## src/design/rlbc_pkg.sv

```systemverilog
// Shared types and codes for the RGB LED blink/crossfade unit.
// No dependencies; imported by every module of the block.
`default_nettype none

package rlbc_pkg;

  localparam int COLOR_W = 8;
  localparam logic [COLOR_W-1:0] COLOR_MAX = 8'hFF;

  // command codes carried on in_func
  localparam logic [2:0] FUNC_TICK       = 3'd0;
  localparam logic [2:0] FUNC_SET_COLOR  = 3'd1;
  localparam logic [2:0] FUNC_FADE_TO    = 3'd2;
  localparam logic [2:0] FUNC_START_BLNK = 3'd3;
  localparam logic [2:0] FUNC_STOP_BLNK  = 3'd4;
  localparam logic [2:0] FUNC_STOP_FADE  = 3'd5;

  // configuration register indexes
  localparam int CFG_IDX_W = 1;
  localparam logic [CFG_IDX_W-1:0] CFG_BLINK_INTERVAL = 1'b0;
  localparam logic [CFG_IDX_W-1:0] CFG_FADE_WAIT      = 1'b1;

  localparam int CFG_DATA_W = 16;
  localparam logic [CFG_DATA_W-1:0] BLINK_INTERVAL_RST = 16'd500;
  localparam logic [CFG_DATA_W-1:0] FADE_WAIT_RST      = 16'd1;

  typedef enum logic [0:0] {
    ST_IDLE,
    ST_DIV
  } rlbc_state_t;

  typedef struct packed {
    logic [COLOR_W-1:0] red;
    logic [COLOR_W-1:0] green;
    logic [COLOR_W-1:0] blue;
    logic               written;
    logic               fading;
    logic               blinking;
  } rlbc_result_t;

endpackage

`default_nettype wire

```

## src/design/rlbc_div.sv

```systemverilog
// Bit-serial restoring divider: constant dividend over an 8-bit divisor,
// one quotient bit per cycle. Depends on rlbc_pkg.
`default_nettype none

module rlbc_div #(
  parameter int DIVIDEND = 1020
) (
  input  wire logic                              clk,
  input  wire logic                              rst_n,
  input  wire logic                              start_i,
  input  wire logic [rlbc_pkg::COLOR_W-1:0]      divisor_i,
  output logic                                   done_o,
  output logic [$clog2(DIVIDEND+1)-1:0]          quot_o
);
  import rlbc_pkg::*;

  localparam int QW   = $clog2(DIVIDEND + 1);
  localparam int CNTW = $clog2(QW + 1);

  logic               busy_r, busy_nxt;
  logic               done_r, done_nxt;
  logic [CNTW-1:0]    cnt_r, cnt_nxt;
  logic [QW-1:0]      dvd_r, dvd_nxt;
  logic [QW-1:0]      quot_r, quot_nxt;
  logic [COLOR_W-1:0] rem_r, rem_nxt;
  logic [COLOR_W-1:0] dsr_r, dsr_nxt;
  logic [COLOR_W:0]   trial;
  logic [COLOR_W:0]   diff;
  logic               ge;

  always_comb begin
    trial    = {rem_r, dvd_r[QW-1]};
    ge       = (trial >= {1'b0, dsr_r});
    diff     = trial - {1'b0, dsr_r};
    busy_nxt = busy_r;
    done_nxt = 1'b0;
    cnt_nxt  = cnt_r;
    dvd_nxt  = dvd_r;
    quot_nxt = quot_r;
    rem_nxt  = rem_r;
    dsr_nxt  = dsr_r;
    if (start_i) begin
      busy_nxt = 1'b1;
      cnt_nxt  = CNTW'(QW);
      dvd_nxt  = QW'(DIVIDEND);
      quot_nxt = '0;
      rem_nxt  = '0;
      dsr_nxt  = divisor_i;
    end else if (busy_r) begin
      // partial remainder stays below the divisor, so 8 bits hold it
      rem_nxt  = ge ? diff[COLOR_W-1:0] : trial[COLOR_W-1:0];
      quot_nxt = {quot_r[QW-2:0], ge};
      dvd_nxt  = {dvd_r[QW-2:0], 1'b0};
      cnt_nxt  = cnt_r - 1'b1;
      if (cnt_r == CNTW'(1)) begin
        busy_nxt = 1'b0;
        done_nxt = 1'b1;
      end
    end
  end

  always_ff @(posedge clk) begin
    if (!rst_n) begin
      busy_r <= 1'b0;
      done_r <= 1'b0;
      cnt_r  <= '0;
    end else begin
      busy_r <= busy_nxt;
      done_r <= done_nxt;
      cnt_r  <= cnt_nxt;
    end
    dvd_r  <= dvd_nxt;
    quot_r <= quot_nxt;
    rem_r  <= rem_nxt;
    dsr_r  <= dsr_nxt;
  end

  assign done_o = done_r;
  assign quot_o = quot_r;

endmodule

`default_nettype wire

```

## src/design/rlbc_out_buf.sv

```systemverilog
// Two-entry result buffer: output register plus one skid entry.
// Depends on rlbc_pkg for the result struct.
`default_nettype none

module rlbc_out_buf (
  input  wire logic                   clk,
  input  wire logic                   rst_n,
  input  wire logic                   push_i,
  input  wire rlbc_pkg::rlbc_result_t push_data_i,
  output logic                        full_o,
  output logic                        out_valid_o,
  input  wire logic                   out_ready_i,
  output rlbc_pkg::rlbc_result_t      out_data_o
);
  import rlbc_pkg::*;

  logic         out_valid_r, out_valid_nxt;
  logic         spare_valid_r, spare_valid_nxt;
  rlbc_result_t out_r, out_nxt;
  rlbc_result_t spare_r, spare_nxt;
  logic         out_free;

  always_comb begin
    out_free        = !out_valid_r || out_ready_i;
    out_valid_nxt   = out_valid_r;
    spare_valid_nxt = spare_valid_r;
    out_nxt         = out_r;
    spare_nxt       = spare_r;
    if (out_free) begin
      if (spare_valid_r) begin
        out_nxt         = spare_r;
        out_valid_nxt   = 1'b1;
        spare_nxt       = push_data_i;
        spare_valid_nxt = push_i;
      end else begin
        out_nxt       = push_data_i;
        out_valid_nxt = push_i;
      end
    end else if (push_i) begin
      spare_nxt       = push_data_i;
      spare_valid_nxt = 1'b1;
    end
  end

  always_ff @(posedge clk) begin
    if (!rst_n) begin
      out_valid_r   <= 1'b0;
      spare_valid_r <= 1'b0;
    end else begin
      out_valid_r   <= out_valid_nxt;
      spare_valid_r <= spare_valid_nxt;
    end
    out_r   <= out_nxt;
    spare_r <= spare_nxt;
  end

  assign full_o      = spare_valid_r;
  assign out_valid_o = out_valid_r;
  assign out_data_o  = out_r;

endmodule

`default_nettype wire

```

## src/design/rgb_led_blink_crossfade_unit.sv

```systemverilog
// Top level of the RGB LED blink/crossfade unit.
// Depends on rlbc_pkg, rlbc_div and rlbc_out_buf.
//
// Usage:
//   Input channel (in_valid/in_ready) carries one tick or command per
//   transaction; every transaction yields exactly one result transaction on
//   out_valid/out_ready with the driven duties and the fade/blink flags.
//   The cfg channel (cfg_valid/cfg_ready, cfg_index, cfg_data) writes
//   blink_interval (index 0) and fade_wait (index 1); it is always ready
//   and is meant to be used while the block is idle.
//   Each result is registered in the output buffer before it is presented.
//   Ticks and all commands but fade-to are accepted back to back while the
//   output buffer has room. A fade-to starts three bit-serial divider lanes
//   (one per channel) that produce one quotient bit per cycle, so the input
//   stays closed until the lanes are done and the step magnitudes are loaded.
//   The per-channel step test uses running modulo counters, so ticks need
//   no divider.
//   Reset (rst_n low, synchronous) clears colors, steps, timers and flags
//   and restores blink_interval=500 and fade_wait=1.
//   A stalled receiver is absorbed by a two-entry output buffer; input is
//   refused once both entries hold results, and while the divider lanes run.
`default_nettype none

module rgb_led_blink_crossfade_unit #(
  parameter int FADE_STEPS = 1020,
  parameter int TIMER_BITS = 16
) (
  input  wire logic                              clk,
  input  wire logic                              rst_n,
  input  wire logic                              in_valid,
  output logic                                   in_ready,
  input  wire logic [2:0]                        in_func,
  input  wire logic [rlbc_pkg::COLOR_W-1:0]      in_red_value,
  input  wire logic [rlbc_pkg::COLOR_W-1:0]      in_green_value,
  input  wire logic [rlbc_pkg::COLOR_W-1:0]      in_blue_value,
  input  wire logic                              in_remember,
  output logic                                   out_valid,
  input  wire logic                              out_ready,
  output logic [rlbc_pkg::COLOR_W-1:0]           out_drive_red,
  output logic [rlbc_pkg::COLOR_W-1:0]           out_drive_green,
  output logic [rlbc_pkg::COLOR_W-1:0]           out_drive_blue,
  output logic                                   out_drive_written,
  output logic                                   out_fading,
  output logic                                   out_blinking,
  input  wire logic                              cfg_valid,
  output logic                                   cfg_ready,
  input  wire logic [rlbc_pkg::CFG_IDX_W-1:0]    cfg_index,
  input  wire logic [rlbc_pkg::CFG_DATA_W-1:0]   cfg_data
);
  import rlbc_pkg::*;

  localparam int QW = $clog2(FADE_STEPS + 1);
  localparam int PW = QW;
  localparam int CW = (TIMER_BITS > CFG_DATA_W) ? TIMER_BITS : CFG_DATA_W;
  localparam logic [TIMER_BITS-1:0] TMAX = {TIMER_BITS{1'b1}};

  rlbc_state_t            state_r, state_nxt;
  logic [CFG_DATA_W-1:0]  blink_int_r, blink_int_nxt;
  logic [CFG_DATA_W-1:0]  fade_wait_r, fade_wait_nxt;
  logic [COLOR_W-1:0]     rem_col_r [3];
  logic [COLOR_W-1:0]     rem_col_nxt [3];
  logic [COLOR_W-1:0]     drv_col_r [3];
  logic [COLOR_W-1:0]     drv_col_nxt [3];
  logic [QW-1:0]          step_mag_r [3];
  logic [QW-1:0]          step_mag_nxt [3];
  logic [QW-1:0]          mod_cnt_r [3];
  logic [QW-1:0]          mod_cnt_nxt [3];
  logic [2:0]             step_down_r, step_down_nxt;
  logic [2:0]             step_zero_r, step_zero_nxt;
  logic [PW-1:0]          fade_pos_r, fade_pos_nxt;
  logic                   fade_act_r, fade_act_nxt;
  logic                   blink_act_r, blink_act_nxt;
  logic                   blink_on_r, blink_on_nxt;
  logic [TIMER_BITS-1:0]  blink_el_r, blink_el_nxt;
  logic [TIMER_BITS-1:0]  fade_el_r, fade_el_nxt;

  logic                   in_fire;
  logic                   buf_full;
  logic                   res_push;
  rlbc_result_t           res;
  rlbc_result_t           out_data;
  logic                   written;
  logic                   div_start;
  logic [2:0]             div_done;
  logic [QW-1:0]          div_quot [3];
  logic [COLOR_W-1:0]     div_dsr [3];
  logic [COLOR_W-1:0]     tgt [3];
  logic signed [COLOR_W:0] gap [3];
  logic [TIMER_BITS-1:0]  be_inc;
  logic [TIMER_BITS-1:0]  fe_inc;
  logic                   blink_due;
  logic                   fade_due;
  logic                   move;

  assign in_ready  = (state_r == ST_IDLE) && !buf_full;
  assign in_fire   = in_valid && in_ready;
  assign cfg_ready = 1'b1;

  assign tgt[0] = in_red_value;
  assign tgt[1] = in_green_value;
  assign tgt[2] = in_blue_value;

  // gap and its magnitude per channel, for the fade-to command
  always_comb begin
    for (int k = 0; k < 3; k++) begin
      gap[k]     = $signed({1'b0, tgt[k]}) - $signed({1'b0, rem_col_r[k]});
      div_dsr[k] = gap[k][COLOR_W] ? COLOR_W'(-gap[k]) : gap[k][COLOR_W-1:0];
    end
  end

  for (genvar g = 0; g < 3; g++) begin : g_div
    rlbc_div #(
      .DIVIDEND (FADE_STEPS)
    ) u_div (
      .clk       (clk),
      .rst_n     (rst_n),
      .start_i   (div_start),
      .divisor_i (div_dsr[g]),
      .done_o    (div_done[g]),
      .quot_o    (div_quot[g])
    );
  end

  always_comb begin
    state_nxt     = state_r;
    blink_int_nxt = blink_int_r;
    fade_wait_nxt = fade_wait_r;
    rem_col_nxt   = rem_col_r;
    drv_col_nxt   = drv_col_r;
    step_mag_nxt  = step_mag_r;
    mod_cnt_nxt   = mod_cnt_r;
    step_down_nxt = step_down_r;
    step_zero_nxt = step_zero_r;
    fade_pos_nxt  = fade_pos_r;
    fade_act_nxt  = fade_act_r;
    blink_act_nxt = blink_act_r;
    blink_on_nxt  = blink_on_r;
    blink_el_nxt  = blink_el_r;
    fade_el_nxt   = fade_el_r;
    written       = 1'b0;
    res_push      = 1'b0;
    div_start     = 1'b0;
    move          = 1'b0;

    be_inc    = (blink_el_r == TMAX) ? blink_el_r : blink_el_r + 1'b1;
    fe_inc    = (fade_el_r == TMAX) ? fade_el_r : fade_el_r + 1'b1;
    blink_due = blink_act_r && (CW'(be_inc) >= CW'(blink_int_r));
    fade_due  = fade_act_r && (CW'(fe_inc) >= CW'(fade_wait_r));

    if (cfg_valid) begin
      unique case (cfg_index)
        CFG_BLINK_INTERVAL: blink_int_nxt = cfg_data;
        CFG_FADE_WAIT:      fade_wait_nxt = cfg_data;
        default: ;
      endcase
    end

    unique case (state_r)
      ST_IDLE: begin
        if (in_fire) begin
          res_push = 1'b1;
          unique case (in_func)
            FUNC_TICK: begin
              blink_el_nxt = be_inc;
              fade_el_nxt  = fe_inc;
              if (blink_due) begin
                for (int k = 0; k < 3; k++)
                  drv_col_nxt[k] = blink_on_r ? rem_col_r[k] : '0;
                written      = 1'b1;
                blink_el_nxt = '0;
                blink_on_nxt = !blink_on_r;
              end
              if (fade_due) begin
                if (fade_pos_r >= PW'(FADE_STEPS)) begin
                  fade_act_nxt = 1'b0;
                end else begin
                  fade_el_nxt = '0;
                  for (int k = 0; k < 3; k++) begin
                    // mod_cnt tracks fade_pos modulo the step magnitude
                    move = !step_zero_r[k] && (mod_cnt_r[k] == '0);
                    if (move && !step_down_r[k] && rem_col_r[k] != COLOR_MAX)
                      rem_col_nxt[k] = rem_col_r[k] + 1'b1;
                    else if (move && step_down_r[k] && rem_col_r[k] != '0)
                      rem_col_nxt[k] = rem_col_r[k] - 1'b1;
                    mod_cnt_nxt[k] = (QW'(mod_cnt_r[k] + 1'b1) == step_mag_r[k]) ?
                                     '0 : mod_cnt_r[k] + 1'b1;
                    drv_col_nxt[k] = rem_col_nxt[k];
                  end
                  fade_pos_nxt = fade_pos_r + 1'b1;
                  written      = 1'b1;
                end
              end
            end
            FUNC_SET_COLOR: begin
              for (int k = 0; k < 3; k++) begin
                drv_col_nxt[k] = tgt[k];
                if (in_remember)
                  rem_col_nxt[k] = tgt[k];
              end
              written = 1'b1;
            end
            FUNC_FADE_TO: begin
              for (int k = 0; k < 3; k++) begin
                step_down_nxt[k] = gap[k][COLOR_W];
                step_zero_nxt[k] = (gap[k] == '0);
                mod_cnt_nxt[k]   = '0;
              end
              fade_pos_nxt = '0;
              fade_act_nxt = 1'b1;
              div_start    = 1'b1;
              state_nxt    = ST_DIV;
            end
            FUNC_START_BLNK: begin
              blink_act_nxt = 1'b1;
              blink_on_nxt  = 1'b0;
            end
            FUNC_STOP_BLNK: blink_act_nxt = 1'b0;
            FUNC_STOP_FADE: fade_act_nxt = 1'b0;
            default: ;
          endcase
        end
      end
      ST_DIV: begin
        if (div_done[0]) begin
          for (int k = 0; k < 3; k++)
            step_mag_nxt[k] = div_quot[k];
          state_nxt = ST_IDLE;
        end
      end
      default: state_nxt = ST_IDLE;
    endcase

    res.red      = drv_col_nxt[0];
    res.green    = drv_col_nxt[1];
    res.blue     = drv_col_nxt[2];
    res.written  = written;
    res.fading   = fade_act_nxt;
    res.blinking = blink_act_nxt;
  end

  always_ff @(posedge clk) begin
    if (!rst_n) begin
      state_r     <= ST_IDLE;
      blink_int_r <= BLINK_INTERVAL_RST;
      fade_wait_r <= FADE_WAIT_RST;
      for (int k = 0; k < 3; k++) begin
        rem_col_r[k]  <= '0;
        drv_col_r[k]  <= '0;
        step_mag_r[k] <= '0;
        mod_cnt_r[k]  <= '0;
      end
      step_down_r <= '0;
      step_zero_r <= '1;
      fade_pos_r  <= '0;
      fade_act_r  <= 1'b0;
      blink_act_r <= 1'b0;
      blink_on_r  <= 1'b0;
      blink_el_r  <= '0;
      fade_el_r   <= '0;
    end else begin
      state_r     <= state_nxt;
      blink_int_r <= blink_int_nxt;
      fade_wait_r <= fade_wait_nxt;
      rem_col_r   <= rem_col_nxt;
      drv_col_r   <= drv_col_nxt;
      step_mag_r  <= step_mag_nxt;
      mod_cnt_r   <= mod_cnt_nxt;
      step_down_r <= step_down_nxt;
      step_zero_r <= step_zero_nxt;
      fade_pos_r  <= fade_pos_nxt;
      fade_act_r  <= fade_act_nxt;
      blink_act_r <= blink_act_nxt;
      blink_on_r  <= blink_on_nxt;
      blink_el_r  <= blink_el_nxt;
      fade_el_r   <= fade_el_nxt;
    end
  end

  rlbc_out_buf u_out_buf (
    .clk         (clk),
    .rst_n       (rst_n),
    .push_i      (res_push),
    .push_data_i (res),
    .full_o      (buf_full),
    .out_valid_o (out_valid),
    .out_ready_i (out_ready),
    .out_data_o  (out_data)
  );

  assign out_drive_red     = out_data.red;
  assign out_drive_green   = out_data.green;
  assign out_drive_blue    = out_data.blue;
  assign out_drive_written = out_data.written;
  assign out_fading        = out_data.fading;
  assign out_blinking      = out_data.blinking;

  // a fade-to transaction always hands off to the divider lanes
  a_fade_to_div: assert property (@(posedge clk) disable iff (!rst_n)
    in_fire && (in_func == FUNC_FADE_TO) |=> state_r == ST_DIV)
    else $error("fade-to did not start the step division");

  // no result may be produced and no input accepted while steps are being computed
  a_no_push_in_div: assert property (@(posedge clk) disable iff (!rst_n)
    (state_r == ST_DIV) |-> !res_push && !in_ready)
    else $error("result or acceptance during step division");

  // fade position never runs past the end of the fade
  a_pos_bound: assert property (@(posedge clk) disable iff (!rst_n)
    fade_act_r |-> fade_pos_r <= PW'(FADE_STEPS))
    else $error("fade position overran");

  // the divider lanes finish together
  a_lanes_sync: assert property (@(posedge clk) disable iff (!rst_n)
    div_done[0] |-> (div_done == 3'b111) && $past(state_r == ST_DIV))
    else $error("divider lanes out of step");

endmodule

`default_nettype wire

```

## config.mk

```make
export PLATFORM = sky130hd
export DESIGN_NAME = rgb_led_blink_crossfade_unit
export DESIGN_NICKNAME = d
export VERILOG_FILES = /design/src/design/rlbc_pkg.sv /design/src/design/rlbc_div.sv /design/src/design/rlbc_out_buf.sv /design/src/design/rgb_led_blink_crossfade_unit.sv
export SDC_FILE = /design/constraint.sdc
export NUM_CORES = 1
export LEC_CHECK = 0
export ABC_AREA = 1
export BUFFER_PORTS_ARGS = -buffer_cell sky130_fd_sc_hd__buf_2
export CORE_MARGIN = 1
export CORE_UTILIZATION = 40
export CTS_BUF_LIST = sky130_fd_sc_hd__clkbuf_8
export CTS_CLUSTER_SIZE = 16
export DETAILED_ROUTE_END_ITERATION = 6
export GPL_TIMING_DRIVEN = 0
export SLEW_MARGIN = 0
export SYNTH_ARGS = -nofsm -noshare
export SYNTH_HDL_FRONTEND = slang
export SYNTH_SLANG_ARGS = --single-unit
```

## constraint.sdc

```tcl
create_clock -name clk -period 3.89 [get_ports clk]
set_clock_uncertainty 0.2 [all_clocks]
set_input_delay 0.5835 -clock clk [delete_from_list [all_inputs] [get_ports clk]]
set_output_delay 0.5835 -clock clk [all_outputs]
set_load 0.005 [all_outputs]
```

### Word-level counts from Yosys, hierarchy flattened

Index checks and enable logic that the tools add are counted.

| storage, ports and cells | value |
|---|---|
| register bits after elaboration | 366 |
| input port bits | 50 |
| output and inout port bits | 30 |
| logic and storage cells | 259 |

| cells by class | value |
|---|---|
| $add $sub $neg | 24 |
| $lt $le $gt $ge | 6 |
| equality and inequality tests | 21 |
| muxes and demuxes | 88 |
| bitwise gates (word level) | 4 |
| reductions and logical operators | 57 |

Operators by type and width:

| operator | number |
|---|---|
| two-way mux 24 bit | 7 |
| two-way mux 8 bit | 18 |
| two-way mux 27 bit | 4 |
| one-hot mux 24 bit (2 select lines) | 2 |
| two-way mux 16 bit | 5 |
| two-way mux 30 bit | 2 |
| one-hot mux 30 bit (2 select lines) | 1 |
| two-way mux 10 bit | 5 |
| adder 10 x 1 -> 10 bit (second input constant) | 4 |
| adder 16 x 1 -> 16 bit (second input constant) | 2 |
| equality test 16 bit (second input constant) | 2 |
| >= comparator 16 bit | 2 |
| two-way mux 1 bit | 32 |
| equality test 10 bit | 3 |
| zero test 10 bit | 3 |
| >= comparator 9 x 8 -> 1 bit | 3 |
| zero test 9 bit | 3 |
| subtractor 8 x 8 -> 9 bit | 3 |
| adder 8 x 1 -> 8 bit (second input constant) | 3 |
| two-way mux 4 bit | 6 |
| != test 8 bit (second input constant) | 3 |
| negator 8 bit | 3 |
| nonzero test 8 bit | 3 |
| subtractor 8 x 1 -> 8 bit (second input constant) | 3 |
| other kinds (25) | 78 |

### Logic depth before layout (Yosys ltp)

| logic depth | value |
|---|---|
| word-level depth | 13 |
| depth in mapped cells | 28 |
| depth with buffers taken out | 27 |

### Cells and area by module

Synthesis repeated with hierarchy kept, for this count alone.

| unflattened totals | value |
|---|---|
| cell total of the unflattened synthesis | 3,102 |
| area, all modules | 21,856.0 um^2 |

By module, submodules not included:

| module | instances | cells each | area each (um^2) | seq. area each (um^2) |
|---|---|---|---|---|
| rgb_led_blink_crossfade_unit | 1 | 2,237 | 14,046.0 | 3,843.7 |
| rlbc_div (g_div[0].u_div ...) | 2 | 232 | 1,874.3 | 880.8 |
| rlbc_out_buf | 1 | 155 | 2,090.8 | 1,661.6 |
| rlbc_div (g_div[2].u_div) | 1 | 246 | 1,970.6 | 880.8 |

### Worst setup path after synthesis

OpenSTA, ideal clock, no wires.

| path | value |
|---|---|
| kind | input-to-reg |
| start | in out_ready |
| end | reg u_out_buf.spare_r[0] (netlist bit), enable pin |
| setup time | 0.449 ns |
| data arrival time | 3.305 ns |
| data required time | 3.241 ns |
| setup slack | -0.064 ns |
| stages on the path | 3 |
| path buffers | 0 |
| cell sequence | inv_1 > nand2_1 > o21ai_0 |

| on the way | value |
|---|---|
| longest elaborated chain between the ends | 3 |
| elaborated cells on any way between the ends | 4 |
| classes of those cells | eq/ne: 1; reduce/logical: 3 |

RTL lines:

| what | RTL line | text |
|---|---|---|
| from (decl) | rgb_led_blink_crossfade_unit.sv:38 | `input wire logic out_ready,` |
| logical OR 1 bit (*) | rlbc_out_buf.sv:24 | `out_free = !out_valid_r \|\| out_ready_i;` |
| named net u_out_buf.out_free | rlbc_out_buf.sv:21 | `logic out_free;` |
| != test 2 x 1 -> 1 bit (no line) / nonzero test 2 bit (equally long branches) | -- |  |
| AND reduction 2 bit (no line) (*) | -- |  |
| to (signal assigned) | rlbc_out_buf.sv:54 | `spare_r <= spare_nxt;` |
| to (decl) | rlbc_out_buf.sv:20 | `rlbc_result_t spare_r, spare_nxt;` |

Mark *: on every way through the listed nets, which the timed path passes. The rest lies on a longest branch.
A chain may end at the register's enable or synchronous reset.

### Worst setup path in the final report

| path | value |
|---|---|
| start | reg blink_el_r[0] |
| end | reg u_out_buf.out_r, in the netlist u_out_buf.out_data_o[4] (data pin) |

| on the way | value |
|---|---|
| longest elaborated chain between the ends | 11 |
| elaborated cells on any way between the ends | 12 |
| classes of those cells | add/sub: 1; order compare: 1; eq/ne: 1; mux: 8; reduce/logical: 1 |

RTL lines:

| what | RTL line | text |
|---|---|---|
| from (decl) | rgb_led_blink_crossfade_unit.sv:74 | `logic [TIMER_BITS-1:0] blink_el_r, blink_el_nxt;` |
| from (signal assigned) | rgb_led_blink_crossfade_unit.sv:274 | `blink_el_r <= blink_el_nxt;` |
| adder 16 x 1 -> 16 bit / equality test 16 bit (equally long branches) | rgb_led_blink_crossfade_unit.sv:145 | `be_inc = (blink_el_r == TMAX) ? blink_el_r : blink_el_r + 1'b1;` |
| two-way mux 16 bit (*) | rgb_led_blink_crossfade_unit.sv:145 |  |
| >= comparator 16 bit (*) | rgb_led_blink_crossfade_unit.sv:147 | `blink_due = blink_act_r && (CW'(be_inc) >= CW'(blink_int_r));` |
| logical AND 1 bit (*) | rgb_led_blink_crossfade_unit.sv:147 |  |
| two-way mux 24 bit (*) | rgb_led_blink_crossfade_unit.sv:166 | `if (blink_due) begin` |
| two-way mux 24 bit | rgb_led_blink_crossfade_unit.sv:174 | `if (fade_pos_r >= PW'(FADE_STEPS)) begin` |
| two-way mux 24 bit (*) | rgb_led_blink_crossfade_unit.sv:173 | `if (fade_due) begin` |
| one-hot mux 24 bit (2 select lines) (*) | rgb_led_blink_crossfade_unit.sv:162 | `unique case (in_func)` |
| two-way mux 24 bit (*) | rgb_led_blink_crossfade_unit.sv:160 | `if (in_fire) begin` |
| two-way mux 24 bit (*) | rgb_led_blink_crossfade_unit.sv:158 | `unique case (state_r)` |
| two-way mux 27 bit (*) | rlbc_out_buf.sv:30 | `if (spare_valid_r) begin` |
| to (signal assigned) | rlbc_out_buf.sv:53 | `out_r <= out_nxt;` |
| to (decl) | rlbc_out_buf.sv:19 | `rlbc_result_t out_r, out_nxt;` |

Mark *: on every way between the ends. The rest lies on a longest branch, timed or not.

==> results.toml <==
[timing]
rsz0062_at_grt = "yes"
drv_slew = 0
fmax_mhz = 266
hold_viol_final = 0
postLayoutSetupSlackWorst_ps = 131
setup_violations = 0
worst_pin_slew_ps = 1270
slew_headroom_pct = 15.3
period_needed_ps = 3760
fin_hold_ws_ps = 85.2
fin_crit_sh_pct = 96.6

[worst_setup_path]
crit_fanout = 8
cp_slowest_cell = "dfxtp_4"
critPathRequiredTime_ps = 4070
cp-start-kind = "flip-flop"
cpMostUsedCell = "nand2_1"
slowest_delay_ps = 380
worstPathArrival_ps = 3940
cp_cell_sequence = "ha_4 -> and3_4 -> nand3_4 -> nor2_4 -> nand4_1 -> buf_6 -> nand3_2 -> xnor2_2 -> ha_1 -> a21oi_1 -> nand2_1 -> a21oi_4 -> nand2_8 -> nand2_8 -> buf_8 -> buf_6 -> nand2_2 -> nand2_1 -> nand2_1 -> nand3_1 -> nand2_1 -> o211ai_1 -> nand2_1"
endpoint_kind = "flip-flop"
critPathKind = "reg -> reg"

[floorplan]
die_h_um = 231
coreArea_sq_um = 51500
die_w_um = 231
start_util_pct = 40.7
fp.dieArea_sq_um = 53300
num_rows = 83
io_pins = 80

[yosys]
synth-async-reset-ratio_pct = 0
yosys_warnings = 0
synth_area_sq_um = 20900
postSynthCellCount = 2918
syn_nets = 3082
synth.avg_cell_area_sq_um = 7.18
ys_ff_latch = 366
ys_seq_area_share_pct = 38.7
synth_edf_count = 78
synth_ff_type = "dfxtp_1"
yosysUniqueCellTypes = 50
synth_top_area_share_pct = 27.5
synth_area_leaders = "dfxtp_1, nand2_1, edfxtp_1"
synth_area_leader_cell = "dfxtp_1"

[place]
gp_congestion = 0.913
port_buffers = 77
dpl_worst_slack_ps = -656
dp_hpwl_um = 44800

[grt]
grt_overflow = 0
grt_antenna_before_repair = 2
grt_use_total_pct = 22.3
grt_pass1_wl_um = 94700
grt_max_degree = 34
grt_pass1_vias = 18200

[min_path]
hold_path_class = "in -> reg"

[detailed_routing]
wl_um = 60900
firstDrtPassIters = 5
vias = 19400
vias_per_cell = 5.03
drcViolationCount = 0
ant_nets = 0
drtIter0Drc = 1330
post_drt_wl_per_cell_um = 15.8

[cts]
root_buffer = "clkbuf_8"
clockBufferDepth = 3
clk_latency_ps = 650
cts.sink_count = 366
cts_tree = "yes"
htreeDepth = 3
clkTransAtPathRegs_ps = 50
cts_buffers = 68

[layout]
layout-drive-gt1-share_pct = 13.4
layout_common_cells = "nand2_1, inv_1, dfxtp_1, a21oi_1, nor2_1"
final_common_cell = "nand2_1"
areaGrowthSynthToFinish_pct = 17.8
fillers = 5182
fin_nets = 3283

[power_and_ir_drop]
irDropWorstVdd_mv = 0.240
power.total_mw = 10.2
p_leak_nw = 11.2
cellPowerDensity_nw_per_um2 = 414

[job]
cap_violations = 0

[run_status]
status = "complete, no violations"
==> per-stage QoR <==
stage / cell area [sq um] / setup TNS, ps / cells / util, %
3_5_place_dp: 22200 / -40610 / 3676 / 43.1
2_1_floorplan: 20900 / 0 / 2918 / -
4_1_cts: 23800 / -5.04 / 3813 / 46.1
6_report: 24700 / 0 / 3852 / 47.9
3_3_place_gp: 22200 / -46790 / 3675 / 43.1
5_1_grt: 24700 / -2150 / 3851 / 47.9
==> routing by layer <==
layer	GRT usage [%]	share of wire, %
met5	0	0
met4	10.3	3.6
met3	3.64	5.2
met2	35.5	46
met1	29.6	45
==> where the power goes <==
| part | internal (mW) | switching [mW] | leakage [nW] | total [mW] |
|---|---|---|---|---|
| logic | 0.787 | 1.41 | 7.35 | 2.20 |
| registers | 4.22 | 0.181 | 3.14 | 4.40 |
| clock network | 1.93 | 1.69 | 0.749 | 3.62 |
| total | 6.94 | 3.28 | 11.2 | 10.2 |
==> critical path, delay by kind of cell, from the launching register on <==
family / cells / cell delay (ps)
adders and majority gates: 2 / 480
buffers and inverters: 3 / 460
and+or+nand+nor: 14 / 1450
AOI/OAI and AO/OA: 3 / 450
DFF: 1 / 380
xor gates and xnor gates: 1 / 80
==> cell families after synthesis <==
kind of cell,count (synthesis),share of synthesized area [%]
and+or+nand+nor,1272,25.5
AOI/OAI and AO/OA,544,14.1
buffers and inverters,489,9.04
DFF,366,38.7
xor gates and xnor gates,132,5.52
adders and majority gates,114,7.03
other,1,0.0179
==> final timing paths <==
path	startpoint	cells after the start	end	slack (ps)
min reg2reg	g_div[2].u_div.dvd_r[7]	2	g_div[2].u_div.dvd_r[8]	260
max	blink_el_r[0]	23	u_out_buf.out_data_o[4]	130
min	cfg_data[3]	3	blink_int_r[3]	90
max reg2reg	blink_el_r[0]	23	u_out_buf.out_data_o[4]	130
==> sequential cells by signal, indices dropped and copies added, names as in the netlist, 16 cells and up <==
name	count
blink_el_r	16
step_mag_r	30
drv_col_r	24
mod_cnt_r	30
u_out_buf.out_data_o	27
blink_int_r	16
fade_wait_r	16
fade_el_r	16
g_div.u_div.rem_r	24
rem_col_r	24
u_out_buf.spare_r	27
g_div.u_div.dsr_r	24
g_div.u_div.quot_o	30
g_div.u_div.dvd_r	24
==> repair_timing <==
action | 4_1_cts | 5_1_grt
buffers inserted | 6 | 30
hold endpoints to repair | 8 | 0
pin swaps | 4 | 66
resized for setup | 28 | 164
endpoints found under the setup margin | 124 | 157
hold buffers | 9 | 0
cloned | 0 | 8
==> layout make-up <==
cell class	count	area, sq um	area share [%]
diodes	1	2.50	0.0101
plain buffers	106	529	2.15
clock buffers	83	1140	4.63
clock inverters	39	179	0.725
well taps	680	851	3.45
flip-flops and latches	366	8130	33.0
repair buffers	129	882	3.58
multi-input cells	2065	11500	46.6
inverters	383	1460	5.91
==> synthesized netlist by cell type, types with 7 or more instances <==
library cell and count:
nor3_1 42, inv_1 359, o211ai_1 16, o21bai_1 14
dfxtp_1 288, xor2_1 103, a21oi_1 234, nand4_1 31
clkbuf_1 67, xnor2_1 29, o21ai_0 181, o21ai_1 21
clkinv_1 9, buf_2 27, edfxtp_1 78, nand2_1 822
nand3b_1 11, a22oi_1 21, ha_1 108, buf_1 7
inv_2 14, o22ai_1 30, nor2_1 183, nand3_1 143
Note: power is estimated with default switching activity, not from simulation.
